===== src/design/poc_pkg.sv =====
package poc_pkg;

    // fixed field widths
    localparam int GENE_W        = 6;
    localparam int GENE_CNT      = 64;
    localparam int POS_W         = 7;
    localparam int MAX_GENES_DEF = 64;

    typedef logic [GENE_W-1:0] t_gene;
    typedef logic [POS_W-1:0]  t_pos;

    localparam t_pos CITY_RESET = t_pos'(64);

    // controller states
    typedef enum logic [2:0] {
        S_IDLE,
        S_COPY,
        S_FILL,
        S_GAP,
        S_EMIT
    } t_state;

    // datapath operation issued for one index
    typedef enum logic [1:0] {
        OP_NONE,
        OP_COPY,
        OP_FILL,
        OP_EMIT
    } t_op;

    // controller to datapath
    typedef struct packed {
        logic accept;
        t_op  issue;
    } t_cmd;

    // datapath to controller
    typedef struct packed {
        logic load_done;
        logic copy_last;
        logic idx_last;
        logic pipe_busy;
    } t_stat;

endpackage


===== src/design/poc_ctrl.sv =====
module poc_ctrl (
    input  logic          i_clk,
    input  logic          i_rst_n,
    input  logic          start,
    output logic          busy,
    input  poc_pkg::t_stat i_stat,
    output poc_pkg::t_cmd  o_cmd
);
    import poc_pkg::*;

    t_state r_state;
    t_state n_state;

    // state register
    always_ff @(posedge i_clk) begin
        if (!i_rst_n) begin
            r_state <= S_IDLE;
        end else begin
            r_state <= n_state;
        end
    end

    // next state and commands
    always_comb begin
        n_state      = r_state;
        o_cmd.accept = 1'b0;
        o_cmd.issue  = OP_NONE;
        busy         = 1'b1;
        case (r_state)
            S_IDLE: begin
                busy         = i_stat.pipe_busy;
                o_cmd.accept = start && !i_stat.pipe_busy;
                if (o_cmd.accept && i_stat.load_done) begin
                    n_state = S_COPY;
                end
            end
            S_COPY: begin
                o_cmd.issue = OP_COPY;
                if (i_stat.copy_last) begin
                    n_state = S_FILL;
                end
            end
            S_FILL: begin
                o_cmd.issue = OP_FILL;
                if (i_stat.idx_last) begin
                    n_state = S_GAP;
                end
            end
            // lets the last fill write land before the child is read back
            S_GAP: begin
                n_state = S_EMIT;
            end
            S_EMIT: begin
                o_cmd.issue = OP_EMIT;
                if (i_stat.idx_last) begin
                    n_state = S_IDLE;
                end
            end
            default: begin
                n_state = S_IDLE;
            end
        endcase
    end

endmodule


===== src/design/poc_datapath.sv =====
module poc_datapath #(
    parameter int MAX_GENES = poc_pkg::MAX_GENES_DEF
) (
    input  logic                     i_clk,
    input  logic                     i_rst_n,
    input  poc_pkg::t_cmd            i_cmd,
    output poc_pkg::t_stat           o_stat,
    input  logic                     i_cfg_wr_en,
    input  logic [poc_pkg::POS_W-1:0] i_cfg_wr_data,
    input  poc_pkg::t_gene           i_parent_a_gene,
    input  poc_pkg::t_gene           i_parent_b_gene,
    input  poc_pkg::t_gene           i_cut_start,
    input  poc_pkg::t_gene           i_cut_end,
    output poc_pkg::t_gene           o_child_gene,
    output logic                     o_child_last,
    output logic                     o_child_valid
);
    import poc_pkg::*;

    localparam int   IDX_W   = $clog2(MAX_GENES);
    localparam int   CAP     = (MAX_GENES < GENE_CNT) ? MAX_GENES : GENE_CNT;
    localparam t_pos CAP_POS = t_pos'(CAP);

    // parent and child stores
    t_gene r_mem_a [MAX_GENES];
    t_gene r_mem_b [MAX_GENES];
    t_gene r_mem_c [MAX_GENES];
    t_gene r_a_q;
    t_gene r_b_q;
    t_gene r_c_q;

    t_pos                r_city;
    t_pos                r_load;
    t_pos                r_lo;
    t_pos                r_hi;
    t_pos                r_fp;
    t_pos                r_idx;
    t_pos                r_s1_idx;
    t_op                 r_s1_op;
    logic [GENE_CNT-1:0] r_present;
    logic [GENE_CNT-1:0] n_present;
    t_gene               r_gene;
    logic                r_last;
    logic                r_valid;

    t_pos  len;
    t_pos  len_m1;
    t_pos  load_addr;
    t_pos  load_next;
    logic  load_done;
    t_pos  cut_s;
    t_pos  cut_e;
    t_pos  cut_lo;
    t_pos  cut_hi;
    t_pos  fp_inc;
    t_pos  fp_after;
    logic  b_new;
    logic  filled;
    logic  c_we;
    t_pos  c_waddr;
    t_gene c_wdata;

    // active length and load position
    always_comb begin
        if (r_city == '0) begin
            len = t_pos'(1);
        end else if (r_city > CAP_POS) begin
            len = CAP_POS;
        end else begin
            len = r_city;
        end
        len_m1    = len - t_pos'(1);
        load_addr = (r_load >= len) ? '0 : r_load;
        load_next = load_addr + t_pos'(1);
        load_done = (load_next >= len);
    end

    // cut points: saturate, then order
    always_comb begin
        cut_s = {1'b0, i_cut_start};
        cut_e = {1'b0, i_cut_end};
        if (cut_s > len_m1) begin
            cut_s = len_m1;
        end
        if (cut_e > len_m1) begin
            cut_e = len_m1;
        end
        cut_lo = (cut_s > cut_e) ? cut_e : cut_s;
        cut_hi = (cut_s > cut_e) ? cut_s : cut_e;
    end

    // fill pointer skips over the copied segment
    always_comb begin
        b_new    = !r_present[r_b_q] && (r_fp < len);
        fp_inc   = r_fp + t_pos'(1);
        fp_after = (fp_inc == r_lo) ? (r_hi + t_pos'(1)) : fp_inc;
        filled   = ((r_s1_idx >= r_lo) && (r_s1_idx <= r_hi)) || (r_s1_idx < r_fp);
    end

    // child write port and presence bitmap
    always_comb begin
        c_we      = 1'b0;
        c_waddr   = r_s1_idx;
        c_wdata   = r_a_q;
        n_present = r_present;
        case (r_s1_op)
            OP_COPY: begin
                c_we               = 1'b1;
                n_present[r_a_q]   = 1'b1;
            end
            OP_FILL: begin
                c_waddr = r_fp;
                c_wdata = r_b_q;
                if (b_new) begin
                    c_we             = 1'b1;
                    n_present[r_b_q] = 1'b1;
                end
            end
            default: begin
                c_we = 1'b0;
            end
        endcase
        if (i_cmd.accept && load_done) begin
            n_present = '0;
        end
    end

    // status to the controller
    always_comb begin
        o_stat.load_done = load_done;
        o_stat.copy_last = (r_idx == r_hi);
        o_stat.idx_last  = (r_idx == len_m1);
        o_stat.pipe_busy = (r_s1_op != OP_NONE);
    end

    // memories
    always_ff @(posedge i_clk) begin
        if (i_cmd.accept) begin
            r_mem_a[IDX_W'(load_addr)] <= i_parent_a_gene;
            r_mem_b[IDX_W'(load_addr)] <= i_parent_b_gene;
        end
        if (c_we) begin
            r_mem_c[IDX_W'(c_waddr)] <= c_wdata;
        end
        r_a_q <= r_mem_a[IDX_W'(r_idx)];
        r_b_q <= r_mem_b[IDX_W'(r_idx)];
        r_c_q <= r_mem_c[IDX_W'(r_idx)];
    end

    // control registers
    always_ff @(posedge i_clk) begin
        if (!i_rst_n) begin
            r_city    <= CITY_RESET;
            r_load    <= '0;
            r_s1_op   <= OP_NONE;
            r_present <= '0;
            r_valid   <= 1'b0;
        end else begin
            if (i_cfg_wr_en) begin
                r_city <= i_cfg_wr_data;
                r_load <= '0;
            end else if (i_cmd.accept) begin
                r_load <= load_done ? '0 : load_next;
            end
            r_s1_op   <= i_cmd.issue;
            r_present <= n_present;
            r_valid   <= (r_s1_op == OP_EMIT);
        end
    end

    // cut points, pointers and output payload
    always_ff @(posedge i_clk) begin
        r_s1_idx <= r_idx;
        if (i_cmd.accept && load_done) begin
            r_lo  <= cut_lo;
            r_hi  <= cut_hi;
            r_fp  <= (cut_lo == '0) ? (cut_hi + t_pos'(1)) : '0;
            r_idx <= cut_lo;
        end else begin
            if (r_s1_op == OP_FILL && b_new) begin
                r_fp <= fp_after;
            end
            case (i_cmd.issue)
                OP_COPY: begin
                    r_idx <= o_stat.copy_last ? '0 : (r_idx + t_pos'(1));
                end
                OP_FILL, OP_EMIT: begin
                    r_idx <= o_stat.idx_last ? '0 : (r_idx + t_pos'(1));
                end
                default: begin
                    r_idx <= r_idx;
                end
            endcase
        end
        r_gene <= filled ? r_c_q : '0;
        r_last <= (r_s1_idx == len_m1);
    end

    assign o_child_gene  = r_gene;
    assign o_child_last  = r_valid & r_last;
    assign o_child_valid = r_valid;

endmodule


===== src/design/permutation_order_crossover.sv =====
// sequence: after the transaction that completes a load of n gene pairs, the block copies
// the cut segment of parent a, fills the other slots from parent b, then passes one
// turnaround state; genes then come out one per cycle, via the read and output registers
// throughput: one gene pair per cycle while loading; no new pairs are taken while a child is
// copied, filled and emitted, set by the single read port on each gene store
// reset: synchronous active low; city_count returns to 64, any partial load is dropped
module permutation_order_crossover #(
    parameter int MAX_GENES = poc_pkg::MAX_GENES_DEF
) (
    input  logic                      i_clk,
    input  logic                      i_rst_n,
    input  logic                      start,
    output logic                      busy,
    input  logic                      i_cfg_wr_en,
    input  logic [poc_pkg::POS_W-1:0] i_cfg_wr_data,
    input  poc_pkg::t_gene            i_parent_a_gene,
    input  poc_pkg::t_gene            i_parent_b_gene,
    input  poc_pkg::t_gene            i_cut_start,
    input  poc_pkg::t_gene            i_cut_end,
    output poc_pkg::t_gene            o_child_gene,
    output logic                      o_child_last,
    output logic                      o_child_valid
);
    import poc_pkg::*;

    t_cmd  cmd;
    t_stat stat;

    // sequencing
    poc_ctrl u_ctrl (
        .i_clk   (i_clk),
        .i_rst_n (i_rst_n),
        .start   (start),
        .busy    (busy),
        .i_stat  (stat),
        .o_cmd   (cmd)
    );

    // stores, bitmap and pointers
    poc_datapath #(
        .MAX_GENES (MAX_GENES)
    ) u_datapath (
        .i_clk           (i_clk),
        .i_rst_n         (i_rst_n),
        .i_cmd           (cmd),
        .o_stat          (stat),
        .i_cfg_wr_en     (i_cfg_wr_en),
        .i_cfg_wr_data   (i_cfg_wr_data),
        .i_parent_a_gene (i_parent_a_gene),
        .i_parent_b_gene (i_parent_b_gene),
        .i_cut_start     (i_cut_start),
        .i_cut_end       (i_cut_end),
        .o_child_gene    (o_child_gene),
        .o_child_last    (o_child_last),
        .o_child_valid   (o_child_valid)
    );

endmodule


===== config.mk =====
export PLATFORM = sky130hd
export DESIGN_NAME = permutation_order_crossover
export DESIGN_NICKNAME = d
export VERILOG_FILES = /design/src/design/poc_pkg.sv /design/src/design/poc_ctrl.sv /design/src/design/poc_datapath.sv /design/src/design/permutation_order_crossover.sv
export SDC_FILE = /design/constraint.sdc
export NUM_CORES = 2
export LEC_CHECK = 0
export BUFFER_PORTS_ARGS = -buffer_cell sky130_fd_sc_hd__buf_2
export CAP_MARGIN = 30
export CORE_AREA = 2 2 447 449
export DETAILED_ROUTE_END_ITERATION = 7
export DIE_AREA = 0 0 449 451
export GPL_ROUTABILITY_DRIVEN = 0
export PLACE_DENSITY = 0.45
export REMOVE_ABC_BUFFERS = 1
export SETUP_SLACK_MARGIN = 0.02
export SLEW_MARGIN = 15
export SYNTH_ARGS = -nofsm -noshare
export SYNTH_HDL_FRONTEND = slang
export SYNTH_HIERARCHICAL = 1
export SYNTH_SLANG_ARGS = --single-unit

===== constraint.sdc =====
create_clock -name i_clk -period 8.45 [get_ports i_clk]
set_input_delay 0.4225 -clock i_clk [delete_from_list [all_inputs] [get_ports i_clk]]
set_output_delay 0.4225 -clock i_clk [all_outputs]
set_load 0.05 [all_outputs]

==> flow_summary_export.csv <==
group,metric,value,unit
status,status,"complete, no violations",
finish,fill_cells,19345,
synth,synthArstFlopShare,0,
worst_hold_path,whs_path_depth,1,
clock_tree,clk_path_buf_depth,3,
placement,hpwl,82.7,mm
worst_hold_path,hold_path.class,"in -> reg",
timing,finalCritPeriodShare,0.818,
timing,finClkSkew,0.0323,ns
critical_path,r2r.worst_path.cells,21,
die,row_count,164,
detailed_routing,drc,0,
timing,hold_viol,0,
synth,yosys_most_used_dff,"edfxtp_1",
timing,finalWorstSetupSlack,1.54,ns
placement,dpl_worst_slack,1.67,ns
timing,slew_headroom,0.332,
die,dieWidth,449,um
global_route,grt_pass1_wl,201,mm
critical_path,start_kind,"flop",
synth,syn_area,53000,sq um
die,initial_core_util,0.268,
die,ioPinCount,44,
clock_tree,insertion_delay,0.77,ns
timing,worst_pin_slew,0.999,ns
timing,fin_crit,6.91,ns
placement,portBuffers,43,
critical_path,cp.depth,21,
clock_tree,cts_setup_buffers,0,
detailed_routing,wirelength,137,mm
finish,drive_above_1_share,0.250,
finish,finalInstanceArea,61300,sq um
pwr,p_leak,0.0191,uW
critical_path,cp.required,9.01,ns
detailed_routing,routed_via_density,4.68,
synth,syn_inst,2806,
critical_path,crit_type,"reg -> reg",
timing,final-setup-viol-count,0,
critical_path,slowest_stage,"a21oi_1",
clock_tree,tritoncts,"yes",
detailed_routing,via_count,26785,
timing,holdWs,0.117,ns
critical_path,cpPeakStageDelay,0.74,ns
synth,yosysSeqAreaShare,0.712,
finish,area_delta_synth_final,15.6,%
global_route,grtUsageTotal,0.134,
detailed_routing,dr.pass1.iters,7,
critical_path,cp.buffers_inverters,1,
global_route,grt_pass1_vias,27492,
critical_path,endpoint_kind,"flop",
die,fp.dieArea,202000,sq um
detailed_routing,ant_nets,0,
clock_tree,cts_buffers,139,
synth,synth_cell_type_count,77,
synth,synth.most_common_cell,"edfxtp_1",
synth,ys_ff_latch,1296,
critical_path,critPathTopFamily,"compound AO/OA/AOI/OAI gates",
critical_path,cp_max_fo,15,
critical_path,crit_path_frequent_cell,"a21oi_1",
synth,netlist.area_leader.share,0.668,
detailed_routing,detail_route.wl_per_cell,24.0,um
placement,placed_area,56900,sq um
pwr,irDropWorstVdd,0.000157,V
synth,synth_area_per_cell,18.9,sq um
synth,netlist_top_cells_count,"edfxtp_1 (1180), mux4_2 (390), nor2_1 (249), dfxtp_1 (116), a21oi_1 (102)",
die,core-area,198000,sq um
synth,synth_area_leaders,"edfxtp_1 (67%), mux4_2 (17%), dfxtp_1 (4.4%), nor2_1 (1.8%), ha_1 (1.5%)",
detailed_routing,drtIter0Drc,2302,
clock_tree,clock_sinks,1296,
synth,yosys_warnings,6,
run,maxCapViolCount,0,
timing,max_freq,0.145,GHz
clock_tree,clockRootBuffer,"clkbuf_16",
global_route,antenna_found_initial,5,
die,die_h,451,um
timing,slew_violations,0,
timing,rsz0062_at_grt,"false",
critical_path,arrival,7.48,ns
clock_tree,path_clk_slew,0.06,ns
synth,yosysTopAreaCell,"edfxtp_1",
critical_path,cp_cell_sequence,"clkinv_1, nand2_1, ha_1, nand4bb_1, a21oi_1, nor2_4, xor2_1, o31a_1, nand2_4, nand2_1, o21ai_0, ha_1, nor2b_1, o21a_1, o21bai_1, a21oi_1, a21oi_1, a222oi_1, nand3_1, o31a_1, o32ai_1",
synth,synth-edff-count,1180,
global_route,grt_max_degree,125,
finish,finalNetCount,3050,
clock_tree,htree_levels,4,
pwr,power.density,238,nW/um^2
global_route,grt-ovfl-total,0,
[report_power, final]
part / internal, uW / total, uW / leakage (uW) / switching, uW
clock network: 3400 / 5900 / 0.00211 / 2510
logic: 527 / 1460 / 0.00548 / 930
registers: 7170 / 7240 / 0.0116 / 70.4
[worst register-to-register path: cells and delay by family, from the launching register on]
kind,cells,cell delay [ns]
xor gates and xnor gates,1,0.47
DFF,1,0.58
and+or+nand+nor,7,1.22
buffers and inverters,1,0.39
adders and majority gates,2,0.66
AOI/OAI and AO/OA,10,3.40
[repair_timing]
action | in CTS | in global routing
resized for setup | 0 | 0
endpoints found under the hold margin | 8 | 0
hold buffers | 9 | 0
[sequential cells by signal, summed over array words and instances (netlist names), 64 cells and up]
signal / flops
u_datapath/r_present: 64
u_datapath/r_mem_a: 384
u_datapath/r_mem_c: 384
u_datapath/r_mem_b: 384
[cell families after synthesis]
family | after synthesis | synth area share
buffers and inverters | 206 | 0.0155
adders and majority gates | 63 | 0.0149
other | 2 | 0.000142
DFF | 1296 | 0.712
muxes | 415 | 0.171
AOI/OAI and AO/OA | 298 | 0.0373
xor gates and xnor gates | 56 | 0.00925
and+or+nand+nor | 470 | 0.0407
[final cells by class]
type	instances	area, sq um	area share
Sequential cell	1296	37800	0.616
Clock buffer	188	3800	0.0619
Antenna cell	2	5.00	0.0000816
Multi-Input combinational cell	1306	14500	0.237
Timing Repair Buffer	154	1180	0.0193
Tap cell	2656	3320	0.0542
Clock inverter	63	539	0.00879
Inverter	55	206	0.00337
[final timing paths]
kind | start | to | slack (ns)
worst max-delay path | u_datapath/r_city[6] | u_datapath/r_fp[5] | 1.54
worst min-delay path | i_parent_b_gene[5] | u_datapath/r_mem_b[56][5] | 0.12
worst max register to register | u_datapath/r_city[6] | u_datapath/r_fp[5] | 1.54
worst min register to register | u_datapath/r_c_q[4] | u_datapath/o_child_gene[4] | 0.45
[per-layer routing]
metal	vias up	track usage	part of all wire
met5	-	0	0
met4	0	0.0375	0.017
met3	157	0.0195	0.041
met2	581	0.216	0.48
met1	14299	0.190	0.46
li1	11748	-	-
[placed cells by master (no fill, tap or decap), types with 14 or more instances in the layout]
master     instances
edfxtp_1        1180
mux4_2           390
nor2_1           238
clkbuf_16        144
dfxtp_1          116
a21oi_1          102
buf_4             91
nand2_1           74
o22ai_1           70
ha_1              63
inv_1             53
buf_2             43
clkbuf_1          41
xnor2_1           41
nand3_1           33
clkinv_1          28
nor2b_1           27
o21ai_0           20
clkinv_2          18
a21o_1            16
xor2_1            15
mux2i_1           14
[per-stage QoR]
step	util	cells	TNS, ns	total power, uW
global route	0.309	5718	0	15100
floorplan	-	2657	-121.13	8440
detailed placement	0.287	5457	0	8870
finish	0.309	5720	0	14600
global placement	0.287	5453	0	8860
CTS	0.309	5717	0	14800
(Power assumes the default switching activity.)
